[config.mk]
export PLATFORM = sky130hd
export DESIGN_NAME = selectable_width_crc_top_flat
export DESIGN_NICKNAME = d
export VERILOG_FILES = /design/src/rtl/swcrc_pkg.sv /design/src/rtl/swcrc_if.sv /design/src/rtl/selectable_width_crc_top.sv /design/src/rtl/swcrc_fold.sv /design/src/flat_wrapper.sv
export SDC_FILE = /design/constraint.sdc
export NUM_CORES = 1
export LEC_CHECK = 0
export BUFFER_PORTS_ARGS = -buffer_cell sky130_fd_sc_hd__buf_2
export CORE_MARGIN = 5
export CORE_UTILIZATION = 40
export CTS_CLUSTER_DIAMETER = 30
export DETAILED_ROUTE_END_ITERATION = 10
export GPL_TIMING_DRIVEN = 0
export PLACE_DENSITY = 0.65
export SLEW_MARGIN = 20
export SYNTH_ARGS = -nofsm -noshare
export SYNTH_HDL_FRONTEND = slang
export SYNTH_SLANG_ARGS = --single-unit
[constraint.sdc]
create_clock -name clk_i -period 8.6 [get_ports clk_i]
set_input_delay 1.72 -clock clk_i [delete_from_list [all_inputs] [get_ports clk_i]]
set_output_delay 1.72 -clock clk_i [all_outputs]
set_load 0.01 [all_outputs]
[src/rtl/swcrc_pkg.sv]
package swcrc_pkg;

  typedef enum logic [1:0] {
    MODE_CRC8  = 2'd0,
    MODE_CRC10 = 2'd1,
    MODE_CRC16 = 2'd2,
    MODE_CRC32 = 2'd3
  } crc_mode_e;

  localparam int unsigned CrcW  = 32;
  localparam int unsigned ByteW = 8;
  localparam int unsigned TopW  = 5;

  localparam logic [CrcW-1:0] Poly8  = 32'h0000_00D5;
  localparam logic [CrcW-1:0] Poly10 = 32'h0000_0233;
  localparam logic [CrcW-1:0] Poly16 = 32'h0000_1021;
  localparam logic [CrcW-1:0] Poly32 = 32'h04C1_1DB7;

  localparam logic [CrcW-1:0] Mask8  = 32'h0000_00FF;
  localparam logic [CrcW-1:0] Mask10 = 32'h0000_03FF;
  localparam logic [CrcW-1:0] Mask16 = 32'h0000_FFFF;
  localparam logic [CrcW-1:0] Mask32 = 32'hFFFF_FFFF;

  typedef logic [CrcW-1:0] crc_t;

endpackage

[src/rtl/swcrc_if.sv]
interface swcrc_in_if;
  logic       valid;
  logic       ready;
  logic [7:0] data_byte;
  logic       start_of_message;
  logic       end_of_message;

  modport source (output valid, output data_byte, output start_of_message,
                  output end_of_message, input ready);
  modport sink   (input valid, input data_byte, input start_of_message,
                  input end_of_message, output ready);
endinterface

interface swcrc_out_if;
  logic        valid;
  logic        ready;
  logic [31:0] crc_value;
  logic        crc_is_zero;

  modport source (output valid, output crc_value, output crc_is_zero, input ready);
  modport sink   (input valid, input crc_value, input crc_is_zero, output ready);
endinterface

interface swcrc_cfg_if;
  logic       valid;
  logic       ready;
  logic [1:0] crc_mode;

  modport source (output valid, output crc_mode, input ready);
  modport sink   (input valid, input crc_mode, output ready);
endinterface

[src/rtl/selectable_width_crc_top.sv]
// Selectable-width CRC, MSB first, non-reflected, zero init, no final xor.
//
// Channels:
//   in_i  - one message byte per beat, with start and end marks.
//   out_o - one beat per message: remainder masked to the width, zero flag.
//   cfg_i - writes the 2-bit polynomial select (8/10/16/32); always ready.
//           Write it only while no message is in flight.
// Flow: a byte is captured in the input register on its beat; from there
//   it is folded into the remainder and, if it carries the end mark, the
//   result is loaded into the output register as the remainder updates.
//   Throughput: one byte per cycle while no end-marked byte waits; the
//   combinational eight-step fold feeds the remainder register.
// Stall: bytes without an end mark keep flowing while a result waits; a byte
//   with an end mark waits in the input register until the output register
//   frees up, and in_i.ready drops only then.
// Reset: remainder clears to zero, mode to crc8, both stages empty.
module selectable_width_crc_top (
  input  logic          clk_i,
  input  logic          rst_ni,
  swcrc_in_if.sink      in_i,
  swcrc_cfg_if.sink     cfg_i,
  swcrc_out_if.source   out_o
);
  import swcrc_pkg::*;

  // mode register
  crc_mode_e mode_q;

  assign cfg_i.ready = 1'b1;

  always_ff @(posedge clk_i or negedge rst_ni) begin
    if (!rst_ni) begin
      mode_q <= MODE_CRC8;
    end else if (cfg_i.valid) begin
      mode_q <= crc_mode_e'(cfg_i.crc_mode);
    end
  end

  // input register
  logic       a_valid_q;
  logic [7:0] a_byte_q;
  logic       a_sof_q;
  logic       a_eof_q;
  logic       out_free;
  logic       advance;
  logic       in_take;

  assign out_free = !out_o.valid || out_o.ready;
  assign advance  = a_valid_q && (!a_eof_q || out_free);
  assign in_i.ready = !a_valid_q || advance;
  assign in_take  = in_i.valid && in_i.ready;

  always_ff @(posedge clk_i or negedge rst_ni) begin
    if (!rst_ni) begin
      a_valid_q <= 1'b0;
    end else if (in_i.ready) begin
      a_valid_q <= in_i.valid;
    end
  end

  always_ff @(posedge clk_i) begin
    if (in_take) begin
      a_byte_q <= in_i.data_byte;
      a_sof_q  <= in_i.start_of_message;
      a_eof_q  <= in_i.end_of_message;
    end
  end

  // fold
  crc_t rem_q;
  crc_t rem_d;
  crc_t rem_in;

  assign rem_in = a_sof_q ? '0 : rem_q;

  swcrc_fold u_fold (
    .mode_i (mode_q),
    .rem_i  (rem_in),
    .byte_i (a_byte_q),
    .rem_o  (rem_d)
  );

  always_ff @(posedge clk_i or negedge rst_ni) begin
    if (!rst_ni) begin
      rem_q <= '0;
    end else if (advance) begin
      rem_q <= rem_d;
    end
  end

  // output register
  logic out_valid_q;
  crc_t out_crc_q;
  logic out_zero_q;

  always_ff @(posedge clk_i or negedge rst_ni) begin
    if (!rst_ni) begin
      out_valid_q <= 1'b0;
    end else if (out_free) begin
      out_valid_q <= advance && a_eof_q;
    end
  end

  always_ff @(posedge clk_i) begin
    if (advance && a_eof_q) begin
      out_crc_q  <= rem_d;
      out_zero_q <= (rem_d == '0);
    end
  end

  assign out_o.valid       = out_valid_q;
  assign out_o.crc_value   = out_crc_q;
  assign out_o.crc_is_zero = out_zero_q;

`ifndef ASSERT_OFF
  a_eof_lands: assert property (@(posedge clk_i) disable iff (!rst_ni)
    advance && a_eof_q |=> out_valid_q)
    else $error("end byte advanced without a result");

  a_zero_flag: assert property (@(posedge clk_i) disable iff (!rst_ni)
    out_valid_q |-> (out_zero_q == (out_crc_q == '0)))
    else $error("zero flag disagrees with crc value");

  a_stall_cause: assert property (@(posedge clk_i) disable iff (!rst_ni)
    !in_i.ready |-> (a_valid_q && a_eof_q && out_valid_q && !out_o.ready))
    else $error("input stalled without a blocked end byte");
`endif

endmodule

[src/rtl/swcrc_fold.sv]
module swcrc_fold (
  input  swcrc_pkg::crc_mode_e mode_i,
  input  swcrc_pkg::crc_t      rem_i,
  input  logic [7:0]           byte_i,
  output swcrc_pkg::crc_t      rem_o
);
  import swcrc_pkg::*;

  crc_t            mask;
  crc_t            poly;
  logic [TopW-1:0] top_idx;
  logic [TopW-1:0] shamt;

  always_comb begin
    unique case (mode_i)
      MODE_CRC8: begin
        mask = Mask8;  poly = Poly8;  top_idx = TopW'(7);  shamt = TopW'(0);
      end
      MODE_CRC10: begin
        mask = Mask10; poly = Poly10; top_idx = TopW'(9);  shamt = TopW'(2);
      end
      MODE_CRC16: begin
        mask = Mask16; poly = Poly16; top_idx = TopW'(15); shamt = TopW'(8);
      end
      default: begin
        mask = Mask32; poly = Poly32; top_idx = TopW'(31); shamt = TopW'(24);
      end
    endcase
  end

  // byte lands on the top eight bits, then eight shift / xor steps
  always_comb begin
    crc_t rem;
    logic top;
    rem = rem_i & mask;
    rem = (rem ^ (crc_t'(byte_i) << shamt)) & mask;
    for (int i = 0; i < ByteW; i++) begin
      top = rem[top_idx];
      rem = (rem << 1) & mask;
      if (top) begin
        rem = rem ^ poly;
      end
    end
    rem_o = rem;
  end

endmodule

[src/flat_wrapper.sv]
// flat-port wrapper written by rule: the top's interface ports become plain ports
module selectable_width_crc_top_flat import swcrc_pkg::*;
  (clk_i, rst_ni, in_i_valid, in_i_data_byte, in_i_start_of_message, in_i_end_of_message, in_i_ready, cfg_i_valid, cfg_i_crc_mode, cfg_i_ready, out_o_valid, out_o_crc_value, out_o_crc_is_zero, out_o_ready);
  swcrc_in_if in_i_i ();
  swcrc_cfg_if cfg_i_i ();
  swcrc_out_if out_o_i ();
  input  logic clk_i;
  input  logic rst_ni;
  input wire logic [$bits(in_i_i.valid)-1:0] in_i_valid;
  input wire logic [$bits(in_i_i.data_byte)-1:0] in_i_data_byte;
  input wire logic [$bits(in_i_i.start_of_message)-1:0] in_i_start_of_message;
  input wire logic [$bits(in_i_i.end_of_message)-1:0] in_i_end_of_message;
  output wire logic [$bits(in_i_i.ready)-1:0] in_i_ready;
  input wire logic [$bits(cfg_i_i.valid)-1:0] cfg_i_valid;
  input wire logic [$bits(cfg_i_i.crc_mode)-1:0] cfg_i_crc_mode;
  output wire logic [$bits(cfg_i_i.ready)-1:0] cfg_i_ready;
  output wire logic [$bits(out_o_i.valid)-1:0] out_o_valid;
  output wire logic [$bits(out_o_i.crc_value)-1:0] out_o_crc_value;
  output wire logic [$bits(out_o_i.crc_is_zero)-1:0] out_o_crc_is_zero;
  input wire logic [$bits(out_o_i.ready)-1:0] out_o_ready;
  assign in_i_i.valid = in_i_valid;
  assign in_i_i.data_byte = in_i_data_byte;
  assign in_i_i.start_of_message = in_i_start_of_message;
  assign in_i_i.end_of_message = in_i_end_of_message;
  assign in_i_ready = in_i_i.ready;
  assign cfg_i_i.valid = cfg_i_valid;
  assign cfg_i_i.crc_mode = cfg_i_crc_mode;
  assign cfg_i_ready = cfg_i_i.ready;
  assign out_o_valid = out_o_i.valid;
  assign out_o_crc_value = out_o_i.crc_value;
  assign out_o_crc_is_zero = out_o_i.crc_is_zero;
  assign out_o_i.ready = out_o_ready;
  selectable_width_crc_top u_core (.clk_i(clk_i), .rst_ni(rst_ni), .in_i(in_i_i), .cfg_i(cfg_i_i), .out_o(out_o_i));
endmodule
==> flow_summary_export.csv <==
group,metric,value,unit
grt,met1_usage,37.2,%
timing,layout_worst_path_cycle_share,95.3,%
synthesis,synth_area,8270,um^2
setup_path,crit_arrival,8.26,ns
timing,setup_viol,0,
grt,antenna_found_initial,0,
finish,register_area,2190,um^2
floorplan,io_pins,53,
place,finalWeightedCongestion,1.03,
floorplan,die_h,154,um
setup_path,reg2reg_to,"u_core.out_o.crc_is_zero",
synthesis,synth_enable_flop_cells,43,
synthesis,synth_cell_types,107,
power_and_ir_drop,vdd_drop_max,0.169,mV
drt,ant_nets,0,
setup_path,reg2reg_from,"u_core.mode_q[0]",
timing,finalHoldViolCount,0,
finish,multi_input_area,5750,um^2
timing,final_max_slew_viol_count,0,
place,hpwl,25.7,mm
power_and_ir_drop,fin_total_pwr,2500,uW
synthesis,synthCells,998,
timing,worstMarginPinSlew,0.966,ns
timing,finalClockSkew,0.0119,ns
finish,syn_to_final_growth,11.5,%
finish,drive_above_1_share,17.1,%
power_and_ir_drop,leakage,0.00342,uW
grt,grt_use_met2,41.2,%
synthesis,ys_warn_count,0,
grt,grt_use_met3,4.10,%
setup_path,cp.required,8.66,ns
clocking,htree_levels,3,
finish,final_util,45.4,%
clocking,cts_made_buffers,9,
drt,firstDrtPassIters,6,
floorplan,dieArea,23600,um^2
floorplan,die_x,154,um
finish,diodes,0,
clocking,cts_root_buf,"clkbuf_16",
drt,wl_per_cell,24.6,um
setup_path,startpoint_type,"flip-flop",
setup_path,crit_fanout,10,
synthesis,ys_ff_latch,79,
finish,nNetsFinal,1084,
clocking,clkTransAtPathRegs,0.06,ns
grt,grt_start_max_net_pins,37,
timing,tns,0,ns
timing,layout_min_cycle_time,8.20,ns
setup_path,worst-r2r-cell-count,24,
clocking,ctsHoldBuffers,0,
setup_path,cp-endpoint,"u_core.out_o.crc_is_zero",
clocking,cts_sinks,79,
drt,drt-total-wl,32.9,mm
synthesis,synthFlopType,"edfxtp_1",
power_and_ir_drop,power.density,271,nW/um^2
synthesis,avgSynthCellArea,8.28,um^2
grt,grt.overflow.total,0,
synthesis,yosys-top-cells-area,"edfxtp_1 16%, dfrtp_1 11%, xnor2_1 7.5%, mux2_2 4.8%, nand2_1 4.4%",
floorplan,std_cell_rows,52,
drt,via_count,8707,
timing,fmax,0.122,GHz
grt,track_usage,26.9,%
synthesis,yosysTopAreaCellShare,15.6,%
timing,relSlewSlack,35.3,%
grt,busiest_layer,"met2",
timing,rsz0062_at_grt,"no",
setup_path,end_kind,"flip-flop",
floorplan,start_util,40.7,%
setup_path,r2r_setup_slack,0.40,ns
floorplan,coreArea,20300,um^2
clocking,cts_tree,"yes",
synthesis,async_reset_ff_share,45.6,%
grt,grt_pass1_vias,8092,
drt,drt_iter0_drc,1254,
run_status,status,"finished clean",
synthesis,synth_top_area_cell,"edfxtp_1",
clocking,cts.path.max_buffers,2,
setup_path,crit_path_start,"u_core.mode_q[0]",
drt,drcViolationCount,0,
run,cap_violations,0,
worst_hold_path,hp-class,"flip-flop to flip-flop",
clocking,post_cts_buffers,0,
place,port_buffers,51,
finish,nFillCells,2078,
drt,routed_via_density,6.52,
setup_path,crit_type,"flip-flop to flip-flop",
clocking,worstSkewPairLatency,0.34,ns
synthesis,synth_fp_nets,1022,
synthesis,yosysSeqAreaShare,26.5,%
grt,grt_pass1_wl,49.7,mm
cell families (layout without fill, tap and decap cells):
group	count (synthesis)	count (layout)	share of synthesized area, %
compound gates	292	292	26.8
xor+xnor	82	82	8.69
fa+ha+maj	7	7	1.06
buf+inv	85	152	4.36
flops	79	79	26.5
mux	57	57	7.43
other cells	1	1	0.0454
simple gates	395	395	25.1
final cells by class:
type,instances,area share [%]
Inverter,21,0.855
Timing Repair Buffer,51,2.77
Buffer,64,3.05
Clock buffer,10,2.48
Tap cell,270,3.67
Clock inverter,6,1.02
Multi-Input combinational cell,834,62.4
Sequential cell,79,23.8
registers in the layout, summed over array words and instances, names as in the netlist:
register / cells
u_core.a_byte_q: 8
u_core.a_eof_q: 1
u_core.a_sof_q: 1
u_core.a_valid_q: 1
u_core.mode_q: 2
u_core.out_o.crc_is_zero: 1
u_core.out_o.crc_value: 32
u_core.out_o.valid: 1
u_core.rem_q: 32
power breakdown:
part	internal, uW	switching (uW)
Clock	256	150
Sequential	495	56.9
Combinational	551	985
Total	1300	1190
worst max-delay path: stages (launching register included):
cell,delay (ns)
dfrtp_1,0.41
ha_1,0.16
buf_2,0.21
clkbuf_1,0.42
clkbuf_1,0.45
clkbuf_1,0.49
nand2_1,0.49
nor2_1,0.34
a31oi_1,0.38
or2_2,0.44
o21ai_0,0.11
nor4b_1,0.10
or3_1,0.47
nor2_1,0.48
o311ai_1,0.20
a211oi_2,0.35
o21ai_2,0.21
nand4_1,0.17
or3b_1,0.39
buf_2,0.21
nor3_4,0.19
mux2i_1,0.42
a211oi_1,0.13
nor3_1,0.59
nor4_1,0.11
placed cells by master, fill, tap and decap left out, types with 19 or more instances in the layout:
master    count
nand3_1      23
xnor2_1      70
nand2_1      98
clkbuf_1     44
mux2i_1      22
mux2_2       35
nand2b_1     19
a21oi_1      52
edfxtp_1     43
a31oi_1      19
buf_2        63
dfrtp_1      36
o21ai_0      46
nor2_1       96
nor3_1       24
layer usage:
metal	part of all wire [%]	wire (um)
met5	0	0
met4	5.7	1890
met3	9.2	3030
met2	43	14100
met1	42	13900
cells in the mapped netlist, drive strengths merged (5+ instances only):
cell     number
nand4        17
nand2b       20
a211o        11
or4           6
a211oi       18
nor3         26
mux2i        22
edfxtp       43
inv          20
o21a          9
or3          12
o211ai       17
a31o          7
and2         10
a21oi        53
xor2         11
mux2         35
nor4          8
or2          14
and4          5
o22ai         7
and3         13
a21o         12
dfrtp        36
a2111oi      10
o31ai        12
nand2        98
nor3b         7
nor4b         6
nor2         99
a311oi        7
a31oi        21
buf          21
nand3        24
ha            7
clkbuf       43
xnor2        71
nor2b        18
o21ai        56
worst min path at each step:
stage | startpoint | to | slack, ns | cells after the start
after floorplan | u_core.rem_q[15] | u_core.rem_q[15] | 0.44 | 2
after global placement | u_core.rem_q[18] | u_core.rem_q[18] | 0.46 | 2
after detailed placement | u_core.rem_q[27] | u_core.rem_q[27] | 0.48 | 2
after CTS | u_core.rem_q[27] | u_core.rem_q[27] | 0.49 | 2
after global routing | u_core.rem_q[27] | u_core.rem_q[27] | 0.51 | 2
final | u_core.rem_q[27] | u_core.rem_q[27] | 0.49 | 2
what timing repair did:
action | CTS | global route
setup endpoints to repair | 0 | 21
gates resized for setup | 0 | 6
endpoints found under the hold margin | 0 | 0
metrics by stage:
stage	setup slack (ns)	hold WS [ns]	area, um^2	std cells
final	0.403	0.487	9220	1335
after global routing	0.00708	0.511	9220	1335
after CTS	0.349	0.493	9190	1335
after detailed placement	0.376	0.479	8860	1319
after global placement	0.318	0.464	8860	1319
after floorplan	2.13	0.441	8270	998
No activity file was read; power rests on OpenSTA's default activity.
